===== src/design/spm_pkg.sv =====
// Shared types and constants for the sensor plausibility monitor.
// No dependencies; the core, spm_cfg_regs, spm_eval and the bench import this package.
`default_nettype none

package spm_pkg;

    // Item codes carried in the opcode field
    typedef enum logic [3:0] {
        OP_TICK   = 4'd0,
        OP_AX     = 4'd1,
        OP_AY     = 4'd2,
        OP_YAW    = 4'd3,
        OP_STEER  = 4'd4,
        OP_WHEEL0 = 4'd5,
        OP_WHEEL1 = 4'd6,
        OP_WHEEL2 = 4'd7,
        OP_WHEEL3 = 4'd8,
        OP_INV    = 4'd9,
        OP_CONE0  = 4'd10,
        OP_CONE1  = 4'd11,
        OP_STATUS = 4'd12,
        OP_TARGET = 4'd13
    } op_t;

    // Configuration register indexes
    typedef enum logic [2:0] {
        CFG_CHECKS_EN   = 3'd0,
        CFG_SENSOR_TMO  = 3'd1,
        CFG_MAP_TMO     = 3'd2,
        CFG_MAX_LONG    = 3'd3,
        CFG_MAX_LAT     = 3'd4,
        CFG_MAX_YAW     = 3'd5,
        CFG_MAX_SPEED   = 3'd6,
        CFG_ERROR_LIMIT = 3'd7
    } cfg_idx_t;

    localparam int CFG_DATA_W = 22;
    localparam int SLOTS      = 9;

    localparam logic signed [15:0] STEER_LIMIT_Q = 16'sd5376;  // 21.0 in Q8.8
    localparam logic signed [15:0] HALF_MPS_Q    = 16'sd128;   // 0.5 in Q8.8
    localparam logic [2:0]         ST_DRIVING    = 3'd3;
    localparam logic [2:0]         ST_FINISHED   = 3'd5;
    localparam logic [6:0]         BRAKE_FULL    = 7'd100;
    localparam logic [6:0]         BRAKE_NONE    = 7'd0;

    typedef struct packed {
        logic        checks_en;
        logic [19:0] sensor_timeout_us;
        logic [21:0] map_timeout_us;
        logic [14:0] max_long_accel;
        logic [14:0] max_lat_accel;
        logic [14:0] max_yaw_rate;
        logic [14:0] max_speed;
        logic [7:0]  error_limit;
    } cfg_t;

    typedef struct packed {
        logic [3:0]         opcode;
        logic signed [15:0] sample;
        logic [31:0]        time_us;
        logic               actuator_ok;
    } item_t;

    typedef struct packed {
        logic               run_ok;
        logic               steer_ok;
        logic [2:0]         drive_status;
        logic [6:0]         brake_request;
        logic [7:0]         error_level;
        logic signed [15:0] speed;
    } res_t;

endpackage

`default_nettype wire


===== src/design/spm_if.sv =====
// Valid/ready channel interfaces for sample words and result words.
// No dependencies.
`default_nettype none

interface spm_in_if;
    logic               valid;
    logic               ready;
    logic [3:0]         opcode;
    logic signed [15:0] sample;
    logic [31:0]        time_us;
    logic               actuator_ok;

    modport source (output valid, output opcode, output sample, output time_us,
                    output actuator_ok, input ready);
    modport sink   (input valid, input opcode, input sample, input time_us,
                    input actuator_ok, output ready);
endinterface

interface spm_out_if;
    logic               valid;
    logic               ready;
    logic               run_ok;
    logic               steer_ok;
    logic [2:0]         drive_status;
    logic [6:0]         brake_request;
    logic [7:0]         error_level;
    logic signed [15:0] speed;

    modport source (output valid, output run_ok, output steer_ok, output drive_status,
                    output brake_request, output error_level, output speed, input ready);
    modport sink   (input valid, input run_ok, input steer_ok, input drive_status,
                    input brake_request, input error_level, input speed, output ready);
endinterface

`default_nettype wire


===== src/design/sensor_plausibility_monitor_core.sv =====
// Top level of the sensor plausibility monitor: input stage, evaluation and
// result register. Depends on spm_pkg, spm_if, spm_cfg_regs and spm_eval.
//
//   channel     dir  word                                               handshake
//   sample_ch   in   opcode, sample, time_us, actuator_ok               valid/ready
//   result_ch   out  run_ok, steer_ok, drive_status, brake_request,     valid/ready
//                    error_level, speed
//   cfg_*       in   cfg_index, cfg_wdata                                cfg_we only
//
// Flow: a word is taken into the input stage, evaluated there against the state
// and, for a tick, its result lands in the result register as it leaves the stage.
// One word per cycle is sustained while no tick waits on a held result; a tick's
// result word is held in the result register until it is taken.
// Reset clears configuration to its defaults, arrival times, error level,
// status and speed at once; no clearing pass.
// Stalls: only a tick waits on the result register; sensor words keep moving
// while a result is held, until a tick reaches the stage and holds the input.
`default_nettype none

module sensor_plausibility_monitor_core #(
    parameter int IMU_WEIGHT      = 1,
    parameter int STEER_WEIGHT    = 1,
    parameter int WHEEL_WEIGHT    = 1,
    parameter int INVERTER_WEIGHT = 1,
    parameter int MAP_WEIGHT      = 1,
    parameter int ERROR_MAX       = 255
) (
    input  wire logic                           clk,
    input  wire logic                           rst_n,
    input  wire logic                           cfg_we,
    input  wire logic [2:0]                     cfg_index,
    input  wire logic [spm_pkg::CFG_DATA_W-1:0] cfg_wdata,
    spm_in_if.sink                              sample_ch,
    spm_out_if.source                           result_ch
);
    import spm_pkg::*;

    cfg_t  cfg;
    res_t  res;

    // Input stage
    logic  stage_valid_reg, stage_valid_next;
    item_t stage_item_reg;
    item_t in_item;

    // Result register
    logic  out_valid_reg, out_valid_next;
    res_t  out_res_reg;

    logic  stage_is_tick;
    logic  out_free;
    logic  stage_fire;
    logic  take_in;

    spm_cfg_regs u_cfg (
        .clk       (clk),
        .rst_n     (rst_n),
        .cfg_we    (cfg_we),
        .cfg_index (cfg_index),
        .cfg_wdata (cfg_wdata),
        .cfg       (cfg)
    );

    spm_eval #(
        .IMU_WEIGHT      (IMU_WEIGHT),
        .STEER_WEIGHT    (STEER_WEIGHT),
        .WHEEL_WEIGHT    (WHEEL_WEIGHT),
        .INVERTER_WEIGHT (INVERTER_WEIGHT),
        .MAP_WEIGHT      (MAP_WEIGHT),
        .ERROR_MAX       (ERROR_MAX)
    ) u_eval (
        .clk   (clk),
        .rst_n (rst_n),
        .fire  (stage_fire),
        .item  (stage_item_reg),
        .cfg   (cfg),
        .res   (res)
    );

    assign in_item.opcode      = sample_ch.opcode;
    assign in_item.sample      = sample_ch.sample;
    assign in_item.time_us     = sample_ch.time_us;
    assign in_item.actuator_ok = sample_ch.actuator_ok;

    // A staged tick needs room in the result register; other words never wait
    assign stage_is_tick   = stage_item_reg.opcode == OP_TICK;
    assign out_free        = !out_valid_reg || result_ch.ready;
    assign stage_fire      = stage_valid_reg && (!stage_is_tick || out_free);
    assign sample_ch.ready = !stage_valid_reg || stage_fire;
    assign take_in         = sample_ch.valid && sample_ch.ready;

    always_comb
    begin
        stage_valid_next = stage_valid_reg;
        if (take_in)
            stage_valid_next = 1'b1;
        else if (stage_fire)
            stage_valid_next = 1'b0;

        out_valid_next = out_valid_reg;
        if (stage_fire && stage_is_tick)
            out_valid_next = 1'b1;
        else if (result_ch.ready)
            out_valid_next = 1'b0;
    end

    always_ff @(posedge clk or negedge rst_n)
    begin
        if (!rst_n)
        begin
            stage_valid_reg <= 1'b0;
            out_valid_reg   <= 1'b0;
        end
        else
        begin
            stage_valid_reg <= stage_valid_next;
            out_valid_reg   <= out_valid_next;
        end
    end

    // Payload registers, no reset
    always_ff @(posedge clk)
    begin
        if (take_in)
            stage_item_reg <= in_item;
        if (stage_fire && stage_is_tick)
            out_res_reg <= res;
    end

    assign result_ch.valid         = out_valid_reg;
    assign result_ch.run_ok        = out_res_reg.run_ok;
    assign result_ch.steer_ok      = out_res_reg.steer_ok;
    assign result_ch.drive_status  = out_res_reg.drive_status;
    assign result_ch.brake_request = out_res_reg.brake_request;
    assign result_ch.error_level   = out_res_reg.error_level;
    assign result_ch.speed         = out_res_reg.speed;

`ifndef SYNTHESIS
    // A result only appears after a tick left the input stage
    a_result_from_tick: assert property (@(posedge clk) disable iff (!rst_n)
        $rose(out_valid_reg) |-> $past(stage_fire && stage_is_tick))
        else $error("result word without a tick");

    // A tick that leaves the stage is always delivered
    a_tick_gives_result: assert property (@(posedge clk) disable iff (!rst_n)
        (stage_fire && stage_is_tick) |=> out_valid_reg)
        else $error("tick lost");

    // A tick blocked by a held result stays in the stage untouched
    a_tick_held: assert property (@(posedge clk) disable iff (!rst_n)
        (stage_valid_reg && stage_is_tick && !out_free)
        |=> (stage_valid_reg && $stable(stage_item_reg)))
        else $error("blocked tick dropped or overwritten");

    // Brake request follows the reported status
    a_brake_status: assert property (@(posedge clk) disable iff (!rst_n)
        out_valid_reg |-> ((out_res_reg.drive_status == ST_DRIVING)
                           == (out_res_reg.brake_request == BRAKE_NONE)))
        else $error("brake request inconsistent with status");
`endif

endmodule

`default_nettype wire


===== src/design/spm_cfg_regs.sv =====
// Configuration register bank, written through a plain write port.
// Depends on spm_pkg.
`default_nettype none

module spm_cfg_regs (
    input  wire logic                             clk,
    input  wire logic                             rst_n,
    input  wire logic                             cfg_we,
    input  wire logic [2:0]                       cfg_index,
    input  wire logic [spm_pkg::CFG_DATA_W-1:0]   cfg_wdata,
    output spm_pkg::cfg_t                         cfg
);
    import spm_pkg::*;

    cfg_t cfg_reg;
    cfg_t cfg_next;

    always_comb
    begin
        cfg_next = cfg_reg;
        if (cfg_we)
        begin
            unique case (cfg_idx_t'(cfg_index))
                CFG_CHECKS_EN:   cfg_next.checks_en         = cfg_wdata[0];
                CFG_SENSOR_TMO:  cfg_next.sensor_timeout_us = cfg_wdata[19:0];
                CFG_MAP_TMO:     cfg_next.map_timeout_us    = cfg_wdata[21:0];
                CFG_MAX_LONG:    cfg_next.max_long_accel    = cfg_wdata[14:0];
                CFG_MAX_LAT:     cfg_next.max_lat_accel     = cfg_wdata[14:0];
                CFG_MAX_YAW:     cfg_next.max_yaw_rate      = cfg_wdata[14:0];
                CFG_MAX_SPEED:   cfg_next.max_speed         = cfg_wdata[14:0];
                CFG_ERROR_LIMIT: cfg_next.error_limit       = cfg_wdata[7:0];
                default:         cfg_next = cfg_reg;
            endcase
        end
    end

    always_ff @(posedge clk or negedge rst_n)
    begin
        if (!rst_n)
        begin
            cfg_reg.checks_en         <= 1'b1;
            cfg_reg.sensor_timeout_us <= 20'd50000;
            cfg_reg.map_timeout_us    <= 22'd250000;
            cfg_reg.max_long_accel    <= 15'd3840;
            cfg_reg.max_lat_accel     <= 15'd1280;
            cfg_reg.max_yaw_rate      <= 15'd768;
            cfg_reg.max_speed         <= 15'd19200;
            cfg_reg.error_limit       <= 8'd5;
        end
        else
        begin
            cfg_reg <= cfg_next;
        end
    end

    assign cfg = cfg_reg;

endmodule

`default_nettype wire


===== src/design/spm_eval.sv =====
// Per-word evaluation: arrival times, error level, status and speed state,
// and the result of a tick. Depends on spm_pkg.
`default_nettype none

module spm_eval #(
    parameter int IMU_WEIGHT      = 1,
    parameter int STEER_WEIGHT    = 1,
    parameter int WHEEL_WEIGHT    = 1,
    parameter int INVERTER_WEIGHT = 1,
    parameter int MAP_WEIGHT      = 1,
    parameter int ERROR_MAX       = 255
) (
    input  wire logic           clk,
    input  wire logic           rst_n,
    input  wire logic           fire,
    input  spm_pkg::item_t      item,
    input  spm_pkg::cfg_t       cfg,
    output spm_pkg::res_t       res
);
    import spm_pkg::*;

    localparam logic [3:0] W_IMU   = 4'(IMU_WEIGHT);
    localparam logic [3:0] W_STEER = 4'(STEER_WEIGHT);
    localparam logic [3:0] W_WHEEL = 4'(WHEEL_WEIGHT);
    localparam logic [3:0] W_INV   = 4'(INVERTER_WEIGHT);
    localparam logic [3:0] W_MAP   = 4'(MAP_WEIGHT);
    localparam logic [7:0] ERR_CAP = (ERROR_MAX > 255) ? 8'd255 : 8'(ERROR_MAX);

    logic [31:0]        last_arrival_reg [SLOTS];
    logic [7:0]         error_accum_reg,    error_accum_next;
    logic [2:0]         status_held_reg,    status_held_next;
    logic               target_zero_reg,    target_zero_next;
    logic signed [15:0] inverter_speed_reg, inverter_speed_next;

    logic               timed;
    logic [3:0]         slot;
    logic [21:0]        limit;
    logic [3:0]         weight;
    logic               range_bad;
    logic [31:0]        gap;
    logic               late;
    logic [9:0]         err_sum;
    logic [7:0]         err_checked;
    logic signed [16:0] v_ext;
    logic signed [16:0] lim_ext;
    logic signed [15:0] spd_lim;
    logic [2:0]         status_tick;
    logic [7:0]         err_dec;
    logic               run;

    // Source decode: timed slot, gap limit, weight and range verdict
    always_comb
    begin
        timed     = 1'b0;
        slot      = 4'd0;
        limit     = {2'b00, cfg.sensor_timeout_us};
        weight    = 4'd0;
        range_bad = 1'b0;
        v_ext     = {item.sample[15], item.sample};
        lim_ext   = 17'sd0;
        spd_lim   = signed'({1'b0, cfg.max_speed});
        case (op_t'(item.opcode))
            OP_AX:
            begin
                timed     = 1'b1;
                slot      = 4'd0;
                weight    = W_IMU;
                lim_ext   = signed'({2'b00, cfg.max_long_accel});
                range_bad = (v_ext > lim_ext) || (v_ext < -lim_ext);
            end
            OP_AY:
            begin
                weight    = W_IMU;
                lim_ext   = signed'({2'b00, cfg.max_lat_accel});
                range_bad = (v_ext > lim_ext) || (v_ext < -lim_ext);
            end
            OP_YAW:
            begin
                weight    = W_IMU;
                lim_ext   = signed'({2'b00, cfg.max_yaw_rate});
                range_bad = (v_ext > lim_ext) || (v_ext < -lim_ext);
            end
            OP_STEER:
            begin
                timed     = 1'b1;
                slot      = 4'd1;
                weight    = W_STEER;
                range_bad = (item.sample > STEER_LIMIT_Q) || (item.sample < -STEER_LIMIT_Q);
            end
            OP_WHEEL0, OP_WHEEL1, OP_WHEEL2, OP_WHEEL3:
            begin
                timed     = 1'b1;
                slot      = item.opcode - 4'd3;
                weight    = W_WHEEL;
                range_bad = item.sample > spd_lim;
            end
            OP_INV:
            begin
                timed     = 1'b1;
                slot      = 4'd6;
                weight    = W_INV;
                range_bad = (item.sample > spd_lim) || (item.sample < -HALF_MPS_Q);
            end
            OP_CONE0, OP_CONE1:
            begin
                timed     = 1'b1;
                slot      = item.opcode - 4'd3;
                limit     = cfg.map_timeout_us;
                weight    = W_MAP;
                range_bad = item.sample <= 16'sd0;
            end
            default:
            begin
                timed = 1'b0;
            end
        endcase
    end

    // Late and out-of-range add the weight independently, then saturate
    always_comb
    begin
        gap     = item.time_us - last_arrival_reg[slot];
        late    = cfg.checks_en && timed && (gap > {10'd0, limit});
        err_sum = {2'b00, error_accum_reg}
                + (late ? {6'd0, weight} : 10'd0)
                + ((cfg.checks_en && range_bad) ? {6'd0, weight} : 10'd0);
        err_checked = (err_sum > {2'b00, ERR_CAP}) ? ERR_CAP : err_sum[7:0];
    end

    // Tick view: status change, decrement, permissions
    always_comb
    begin
        status_tick = status_held_reg;
        if ((status_held_reg == ST_DRIVING) && target_zero_reg
            && (inverter_speed_reg < HALF_MPS_Q))
            status_tick = ST_FINISHED;
        err_dec = error_accum_reg - {7'd0, (error_accum_reg != 8'd0)};
        if (cfg.checks_en)
            run = (status_tick == ST_DRIVING) && (err_dec < cfg.error_limit)
                  && item.actuator_ok;
        else
            run = status_tick == ST_DRIVING;
        res.run_ok        = run;
        res.steer_ok      = run && (inverter_speed_reg >= HALF_MPS_Q);
        res.drive_status  = status_tick;
        res.brake_request = (status_tick == ST_DRIVING) ? BRAKE_NONE : BRAKE_FULL;
        res.error_level   = err_dec;
        res.speed         = inverter_speed_reg;
    end

    always_comb
    begin
        error_accum_next    = error_accum_reg;
        status_held_next    = status_held_reg;
        target_zero_next    = target_zero_reg;
        inverter_speed_next = inverter_speed_reg;
        case (op_t'(item.opcode))
            OP_TICK:
            begin
                status_held_next = status_tick;
                error_accum_next = err_dec;
            end
            OP_STATUS:
            begin
                if (item.sample < 16'sd0)
                    status_held_next = 3'd0;
                else if (item.sample > 16'sd7)
                    status_held_next = 3'd7;
                else
                    status_held_next = item.sample[2:0];
            end
            OP_TARGET:
            begin
                target_zero_next = item.sample == 16'sd0;
            end
            OP_INV:
            begin
                inverter_speed_next = item.sample;
                error_accum_next    = err_checked;
            end
            default:
            begin
                error_accum_next = err_checked;
            end
        endcase
    end

    always_ff @(posedge clk or negedge rst_n)
    begin
        if (!rst_n)
        begin
            for (int i = 0; i < SLOTS; i++)
                last_arrival_reg[i] <= 32'd0;
            error_accum_reg    <= 8'd0;
            status_held_reg    <= 3'd0;
            target_zero_reg    <= 1'b1;
            inverter_speed_reg <= 16'sd0;
        end
        else if (fire)
        begin
            if (timed)
                last_arrival_reg[slot] <= item.time_us;
            error_accum_reg    <= error_accum_next;
            status_held_reg    <= status_held_next;
            target_zero_reg    <= target_zero_next;
            inverter_speed_reg <= inverter_speed_next;
        end
    end

endmodule

`default_nettype wire


===== src/flat_wrapper.sv =====
// flat-port wrapper written by rule: the top's interface ports become plain ports
module sensor_plausibility_monitor_core_flat import spm_pkg::*;
#(
    parameter int IMU_WEIGHT      = 1,
    parameter int STEER_WEIGHT    = 1,
    parameter int WHEEL_WEIGHT    = 1,
    parameter int INVERTER_WEIGHT = 1,
    parameter int MAP_WEIGHT      = 1,
    parameter int ERROR_MAX       = 255
)
  (clk, rst_n, cfg_we, cfg_index, cfg_wdata, sample_ch_valid, sample_ch_opcode, sample_ch_sample, sample_ch_time_us, sample_ch_actuator_ok, sample_ch_ready, result_ch_valid, result_ch_run_ok, result_ch_steer_ok, result_ch_drive_status, result_ch_brake_request, result_ch_error_level, result_ch_speed, result_ch_ready);
  spm_in_if sample_ch_i ();
  spm_out_if result_ch_i ();
  input  wire logic clk;
  input  wire logic rst_n;
  input  wire logic cfg_we;
  input  wire logic [2:0] cfg_index;
  input  wire logic [spm_pkg::CFG_DATA_W-1:0] cfg_wdata;
  input wire logic [$bits(sample_ch_i.valid)-1:0] sample_ch_valid;
  input wire logic [$bits(sample_ch_i.opcode)-1:0] sample_ch_opcode;
  input wire logic [$bits(sample_ch_i.sample)-1:0] sample_ch_sample;
  input wire logic [$bits(sample_ch_i.time_us)-1:0] sample_ch_time_us;
  input wire logic [$bits(sample_ch_i.actuator_ok)-1:0] sample_ch_actuator_ok;
  output wire logic [$bits(sample_ch_i.ready)-1:0] sample_ch_ready;
  output wire logic [$bits(result_ch_i.valid)-1:0] result_ch_valid;
  output wire logic [$bits(result_ch_i.run_ok)-1:0] result_ch_run_ok;
  output wire logic [$bits(result_ch_i.steer_ok)-1:0] result_ch_steer_ok;
  output wire logic [$bits(result_ch_i.drive_status)-1:0] result_ch_drive_status;
  output wire logic [$bits(result_ch_i.brake_request)-1:0] result_ch_brake_request;
  output wire logic [$bits(result_ch_i.error_level)-1:0] result_ch_error_level;
  output wire logic [$bits(result_ch_i.speed)-1:0] result_ch_speed;
  input wire logic [$bits(result_ch_i.ready)-1:0] result_ch_ready;
  assign sample_ch_i.valid = sample_ch_valid;
  assign sample_ch_i.opcode = sample_ch_opcode;
  assign sample_ch_i.sample = sample_ch_sample;
  assign sample_ch_i.time_us = sample_ch_time_us;
  assign sample_ch_i.actuator_ok = sample_ch_actuator_ok;
  assign sample_ch_ready = sample_ch_i.ready;
  assign result_ch_valid = result_ch_i.valid;
  assign result_ch_run_ok = result_ch_i.run_ok;
  assign result_ch_steer_ok = result_ch_i.steer_ok;
  assign result_ch_drive_status = result_ch_i.drive_status;
  assign result_ch_brake_request = result_ch_i.brake_request;
  assign result_ch_error_level = result_ch_i.error_level;
  assign result_ch_speed = result_ch_i.speed;
  assign result_ch_i.ready = result_ch_ready;
  sensor_plausibility_monitor_core #(.IMU_WEIGHT(IMU_WEIGHT), .STEER_WEIGHT(STEER_WEIGHT), .WHEEL_WEIGHT(WHEEL_WEIGHT), .INVERTER_WEIGHT(INVERTER_WEIGHT), .MAP_WEIGHT(MAP_WEIGHT), .ERROR_MAX(ERROR_MAX)) u_core (.clk(clk), .rst_n(rst_n), .cfg_we(cfg_we), .cfg_index(cfg_index), .cfg_wdata(cfg_wdata), .sample_ch(sample_ch_i), .result_ch(result_ch_i));
endmodule

===== config.mk =====
export PLATFORM = sky130hd
export DESIGN_NAME = sensor_plausibility_monitor_core_flat
export DESIGN_NICKNAME = d
export VERILOG_FILES = /design/src/design/spm_pkg.sv /design/src/design/spm_if.sv /design/src/design/sensor_plausibility_monitor_core.sv /design/src/design/spm_cfg_regs.sv /design/src/design/spm_eval.sv /design/src/flat_wrapper.sv
export SDC_FILE = /design/constraint.sdc
export NUM_CORES = 1
export LEC_CHECK = 0
export BUFFER_PORTS_ARGS = -buffer_cell sky130_fd_sc_hd__buf_4
export CORE_MARGIN = 4
export CORE_UTILIZATION = 32
export DETAILED_ROUTE_END_ITERATION = 8
export PLACE_DENSITY = 0.51
export SLEW_MARGIN = 20
export SYNTH_ARGS = -nofsm -noshare
export SYNTH_HDL_FRONTEND = slang
export SYNTH_HIERARCHICAL = 1
export SYNTH_SLANG_ARGS = --single-unit

===== constraint.sdc =====
create_clock -name clk -period 6.9 [get_ports clk]
set_input_delay 1.38 -clock clk [delete_from_list [all_inputs] [get_ports clk]]
set_output_delay 1.38 -clock clk [all_outputs]
set_load 0.05 [all_outputs]

# == Word level (Yosys, flattened, before mapping) ==
# Index checks and enable logic that the tools add are counted.
# op_classes
bitwise_logic,2
n_reduce_logical,49
muxes,25
n_eq_ne,22
magnitude_cmp,20
addsub,8
# ops
cell,n
288-bit bitwise mux,1
32-bit binary-select mux with 4-bit select,1
32-bit demux with 4-bit select,1
32-bit two-way mux,3
16-bit greater-than comparator,4
16-bit by 17-bit < comparator with 1-bit output,3
15-bit negator with 17-bit output,3
32-bit by 22-bit greater-than comparator with 1-bit output,1
32-bit subtractor,1
2-bit AND reduction,13
4-bit == test (second input constant),6
22-bit two-way mux,1
4-bit by 3-bit == test with 1-bit output (second input constant),4
16-bit by 9-bit >= comparator with 1-bit output (second input constant),1
16-bit by 14-bit greater-than comparator with 1-bit output (second input constant),1
16-bit by 4-bit greater-than comparator with 1-bit output (second input constant),1
16-bit by 1-bit less-or-equal comparator with 1-bit output (second input constant),1
16-bit zero test,1
16-bit by 1-bit < comparator with 1-bit output (second input constant),1
16-bit by 14-bit < comparator with 1-bit output (second input constant),1
16-bit by 8-bit < comparator with 1-bit output (second input constant),1
16-bit by 9-bit < comparator with 1-bit output (second input constant),1
8-bit case mux with 2 select lines,1
3-bit by 2-bit == test with 1-bit output (second input constant),4
34 further kinds,70
# word_totals
register_bits,518
elab_cells,159
in_bits,83
out_inout_bits,38

# == Logic depth before layout (Yosys ltp) ==
# logic_depth
depth_word,16
depth_mapped,42
ltp_nobuf,38

# == Hierarchy ==
# The synthesis kept the hierarchy.
# modules_own_cells
module,n_inst,area_each_um2,cells_each,seq_area_each_um2
spm_eval,1,21155.3,2210,7908.8
spm_cfg_regs,1,4332.9,243,2812.7
sensor_plausibility_monitor_core,1,2798.9,100,2722.6

# == Worst setup path before layout ==
# Ideal clock, no wire load.
# synth_path
path_type,flip-flop to flip-flop
from,register u_core/stage_item_reg[49] (netlist bit)
to,register u_core.u_eval.error_accum_reg[2]
setup_ps,141
period_less_slack_ps,7516
required_ps,6759
path_stages_with_launch,42
slack_ps,-616
arrival_time_ps,7375
path_buffers,3
path_cell_list,edfxtp_1 > inv_1 > ha_1 > or3_4 > a32o_1 > nor2_2 > buf_2 > buf_4 > buf_4 > nand2_1 > nand3_1 > a21oi_1 > nor3_1 > ha_1 > inv_1 > fa_1 > a211oi_1 > o211ai_1 > [6 not listed] > xnor2_1 > ha_1 > a21o_1 > a21oi_1 > o21ai_0 > a21oi_1 > o221ai_1 > nor4_1 > a31oi_1 > fa_1 > ha_1 > nand2_1 > or2_2 > nor2_1 > nor2_1 > a22oi_1 > o21ai_0 > o41ai_1
# synth_between
elab_chain_cells,16
elab_cells_between_ends,47
cone_classes,4 x add/sub; 2 x order compare; 13 x eq/ne; 12 x mux; 2 x bitwise; 14 x reduce/logical
# synth_rtl
item,line,source
"start, declared",sensor_plausibility_monitor_core.sv:43,item_t stage_item_reg;
"start signal, assigned",sensor_plausibility_monitor_core.sv:125,stage_item_reg <= in_item;
"parallel branches: the longest is 16 deep, another holds 32-bit subtractor",n/a,
"end signal, assigned",spm_eval.sv:203,error_accum_reg <= error_accum_next;
"end, declared",spm_eval.sv:30,"logic [7:0] error_accum_reg, error_accum_next;"
# Several ways; the timed one is not identified. The select of a mux whose other input is x is not followed.
# A chain may end at the register's enable or synchronous reset.

# == Final worst setup path ==
# layout_path
from,register u_core/stage_item_reg[49] (netlist bit)
to,register u_core.u_eval.error_accum_reg[5]
# Same word-level chain as after synthesis.

==> impl_summary.md <==
Status
The flow ran to the end, but the final reports show violations. The final reports fail on setup timing.

Timing
The final total negative setup slack is -0.376 ns. The count of endpoints failing hold in the final timing report came to 0. The smallest setup slack after layout is -0.119 ns. Counting I/O delays and the setup requirement, the final critical path takes 7.02 ns. The final number of max-transition violations was 0. The period utilization is 102%. Across all hold checks on the routed design, the worst slack comes to 0.443 ns. The slew at the pin closest to its max-slew limit is 1.10 ns. On the final layout, the worst clock skew is 0.0304 ns. Setup repair after global routing could not meet its margin everywhere.

The final-report setup violation count is 7. The tightest slew margin relative to the limit is 26.5%. The fmax is 142 MHz.

Global route
The maximum number of pins on one net before global-route repair is 167. The via count of the first global-routing pass is 21700. The initial antenna violation count is 5.

The overflow left after global routing is 0. In the global route stage, overall resource usage came out at 17.3%. The wire length of the first global-routing pass is 128000 um.

Die
The die extent in x is 305 um. The overall die area is 93200 um^2. From bottom edge to top edge, the die measures 305 um.

The initial core utilization is 32.4%. The number of rows in the core area is 108. After floorplanning, the core was sized to cover 87300 um^2. The I/O pin count is 121.

Clock tree
The clock edge transition at the registers on the reported setup and hold paths is 0.06 ns. The clock buffer count from CTS is 58. Clock tree synthesis found a total of 518 sinks. The clock root buffer master is clkbuf_16. The hold buffer count at cts is 0. The clock tree from TritonCTS is built.

In this run the number of H-tree levels came out at 2. In this run the deepest clock path goes through 3 buffers. At the later pin of the worst-skew pair, clock insertion delay measures 0.62 ns.

Routing
The detail route stage leaves a number of antenna-violating nets equal to 0. In the routed design, unresolved DRC markers number 0. The number of vias per cell is 5.18. The average wire per cell in the routed design is 20.4 um. The number of design-rule violations left by the first detailed-router iteration is 1403. After detailed routing, the total wire length is 82400 um. Before antenna repair, the detailed router went through 5 iterations. The via count of the routed design is 20900.

Synthesis
The number of library cell types mapped by synthesis is 92. The synthesized netlist cell count is 2553. After synthesis, the largest area contributor takes up 35.4% of total cell area. The dominant synthesized flop cell is dfrtp_1. For this run, the register share of the synthesized area comes to 47.5%.

Sorting the synthesized cells by area gives the leading types as dfrtp_1, mux2_2, edfxtp_1. The most common cell in the synthesized netlist is dfrtp_1. The number of synthesis warnings is 6. The dominant cell type by area after synthesis is dfrtp_1. In the synthesized netlist, the cells that appear most often are dfrtp_1, nand2_1, mux2_2.

The number of register bits inferred by synthesis is 518. Summing every instance area after synthesis gives 28300 um^2. The async set-or-reset flop fraction in the synthesized netlist is 82.8%. In this run, synthesis inferred 89 flip-flops with an integrated enable. The per-instance average area after synthesis is 11.1 um^2.

Placement
The count of input and output buffers is 120. At the placement stage, the worst setup path has a slack of -0.640 ns. The final weighted congestion in routability-driven placement is 0.871.

After legalization and detailed placement, the total HPWL measured 55800 um.

Power and ir drop
Total power for the finished layout comes to 0.0123 W. In this run the power density over the cells is 359 nW/um^2. The analysis attributes to cell leakage a power of 15.4 nW. The maximum VDD drop is 199 uV.

Final layout
Registers take 13400 um^2. The net count of the finished layout is 3087. The relative area change from synthesis to final layout is 21.2%. Cells with a size suffix above 1 make up 31.0% of the layout. The layout has 8441 filler cells. The register with the most flip-flops in the layout has 288 of them. The multi-input combinational cells in the finished layout cover a total of 14400 um^2. For this run, the share of the core covered by cells in the final layout is 39.3%.

Critical path
The critical path class is reg -> reg. Among all stages on the critical path, the largest delay is contributed by edfxtp_1. The kind of start point of the critical path is a register.

On the worst path, the slowest cell contributes a delay of 0.48 ns. For the worst setup path, the data required time is 7.36 ns. Along the worst path, the maximum fanout reaches 8. The minimum setup slack among reg-to-reg paths is -0.12 ns.

The most used cell along the critical path is a21oi_2. The data arrival time of the critical path is 7.48 ns. The type of element capturing the critical path is a register.

Min path
The min-delay analysis places its worst path in the category reg -> reg.

Job
Max-cap violations in this run came to 0.
[worst max-delay path: cells and delay by family, from the launching register on]
family | cells | cell delay, ns
AOI/OAI and AO/OA | 19 | 2.39
and+or+nand+nor | 11 | 1.56
adders and majority gates | 5 | 1.49
buffers and inverters | 6 | 0.81
DFF | 1 | 0.48
xor gates and xnor gates | 1 | 0.13
[through the flow]
stage	area, um^2	instances
3_3_place_gp	31600	3887
3_5_place_dp	31600	3887
6_report	34300	4031
5_1_grt	34300	4027
4_1_cts	34100	4019
2_1_floorplan	28400	2556
[final timing paths]
kind | startpoint | to | cells past startpoint
max | u_core/stage_item_reg[49] | u_core/u_eval/error_accum_reg[5] | 42
min | u_core/u_eval/inverter_speed_reg[4] | u_core/result_ch.speed[4] | 0
max reg2reg | u_core/stage_item_reg[49] | u_core/u_eval/error_accum_reg[5] | 42
min reg2reg | u_core/u_eval/inverter_speed_reg[4] | u_core/result_ch.speed[4] | 0
max in group asynchronous | rst_n | u_core/u_cfg/cfg[86] | 2
min in group asynchronous | rst_n | u_core/result_ch.valid | 1
[cell families after synthesis]
| kind of cell | synth area share (%) |
|---|---|
| xor gates and xnor gates | 1.92 |
| AOI/OAI and AO/OA | 8.85 |
| DFF | 47.5 |
| adders and majority gates | 8.01 |
| other | 0.0133 |
| buffers and inverters | 3.56 |
| and+or+nand+nor | 12.9 |
| muxes | 17.2 |
[layer usage]
metal | up-vias | track usage, % | wire [um]
li1 | 9744 | - | -
met1 | 10500 | 23.6 | 38000
met2 | 500 | 29.5 | 39500
met3 | 96 | 2.13 | 3170
met4 | 0 | 4.22 | 1730
met5 | - | 0 | 0
[cells in the final DEF, fill, tap and decap left out, types with 8 or more instances in the layout]
master     instances
a31oi_1           10
nand2_1          363
buf_4            304
o22ai_2            8
o211ai_1          10
a21oi_1           97
mux2_4            10
nand3_1          144
clkbuf_8          11
ha_1             166
clkbuf_1          19
dfstp_2           29
nand2b_1          11
edfxtp_1          89
nor4_1             9
mux2_2           318
o22ai_1           25
xnor2_1           47
o21ai_0           45
dfrtp_1          400
nor2_1            65
nand3_2            9
nand4_1           31
nor3_1            26
or3_1             10
xor2_1            14
o21a_1            35
a211oi_1           9
a21oi_2           17
mux2i_1           20
nor2b_1           20
o21ai_1           11
a21o_1            38
inv_1             97
buf_12            12
mux2_1            83
clkbuf_16         61
[power by group]
part	internal [W]	switching, W	leakage [nW]
logic	0.00230	0.00232	8.23
registers	0.00398	0.000583	6.22
clock network	0.00186	0.00126	0.941
total	0.00814	0.00416	15.4
[area by class of cell]
class	count	area share [%]
timing repair buffer	328	7.91
multi-input combinational	1819	41.9
sequential	518	39.2
tap	1155	4.22
antenna	4	0.0292
clock buffer	90	5.03
clock inverter	18	0.606
inverter	99	1.08
[repair_timing]
action | in CTS | in global routing
pin swaps | 49 | 22
resized for setup | 67 | 29
setup buffers | 19 | 8
cloned | 5 | 1
endpoints found under the setup margin | 8 | 8
(Power assumes the default switching activity.)
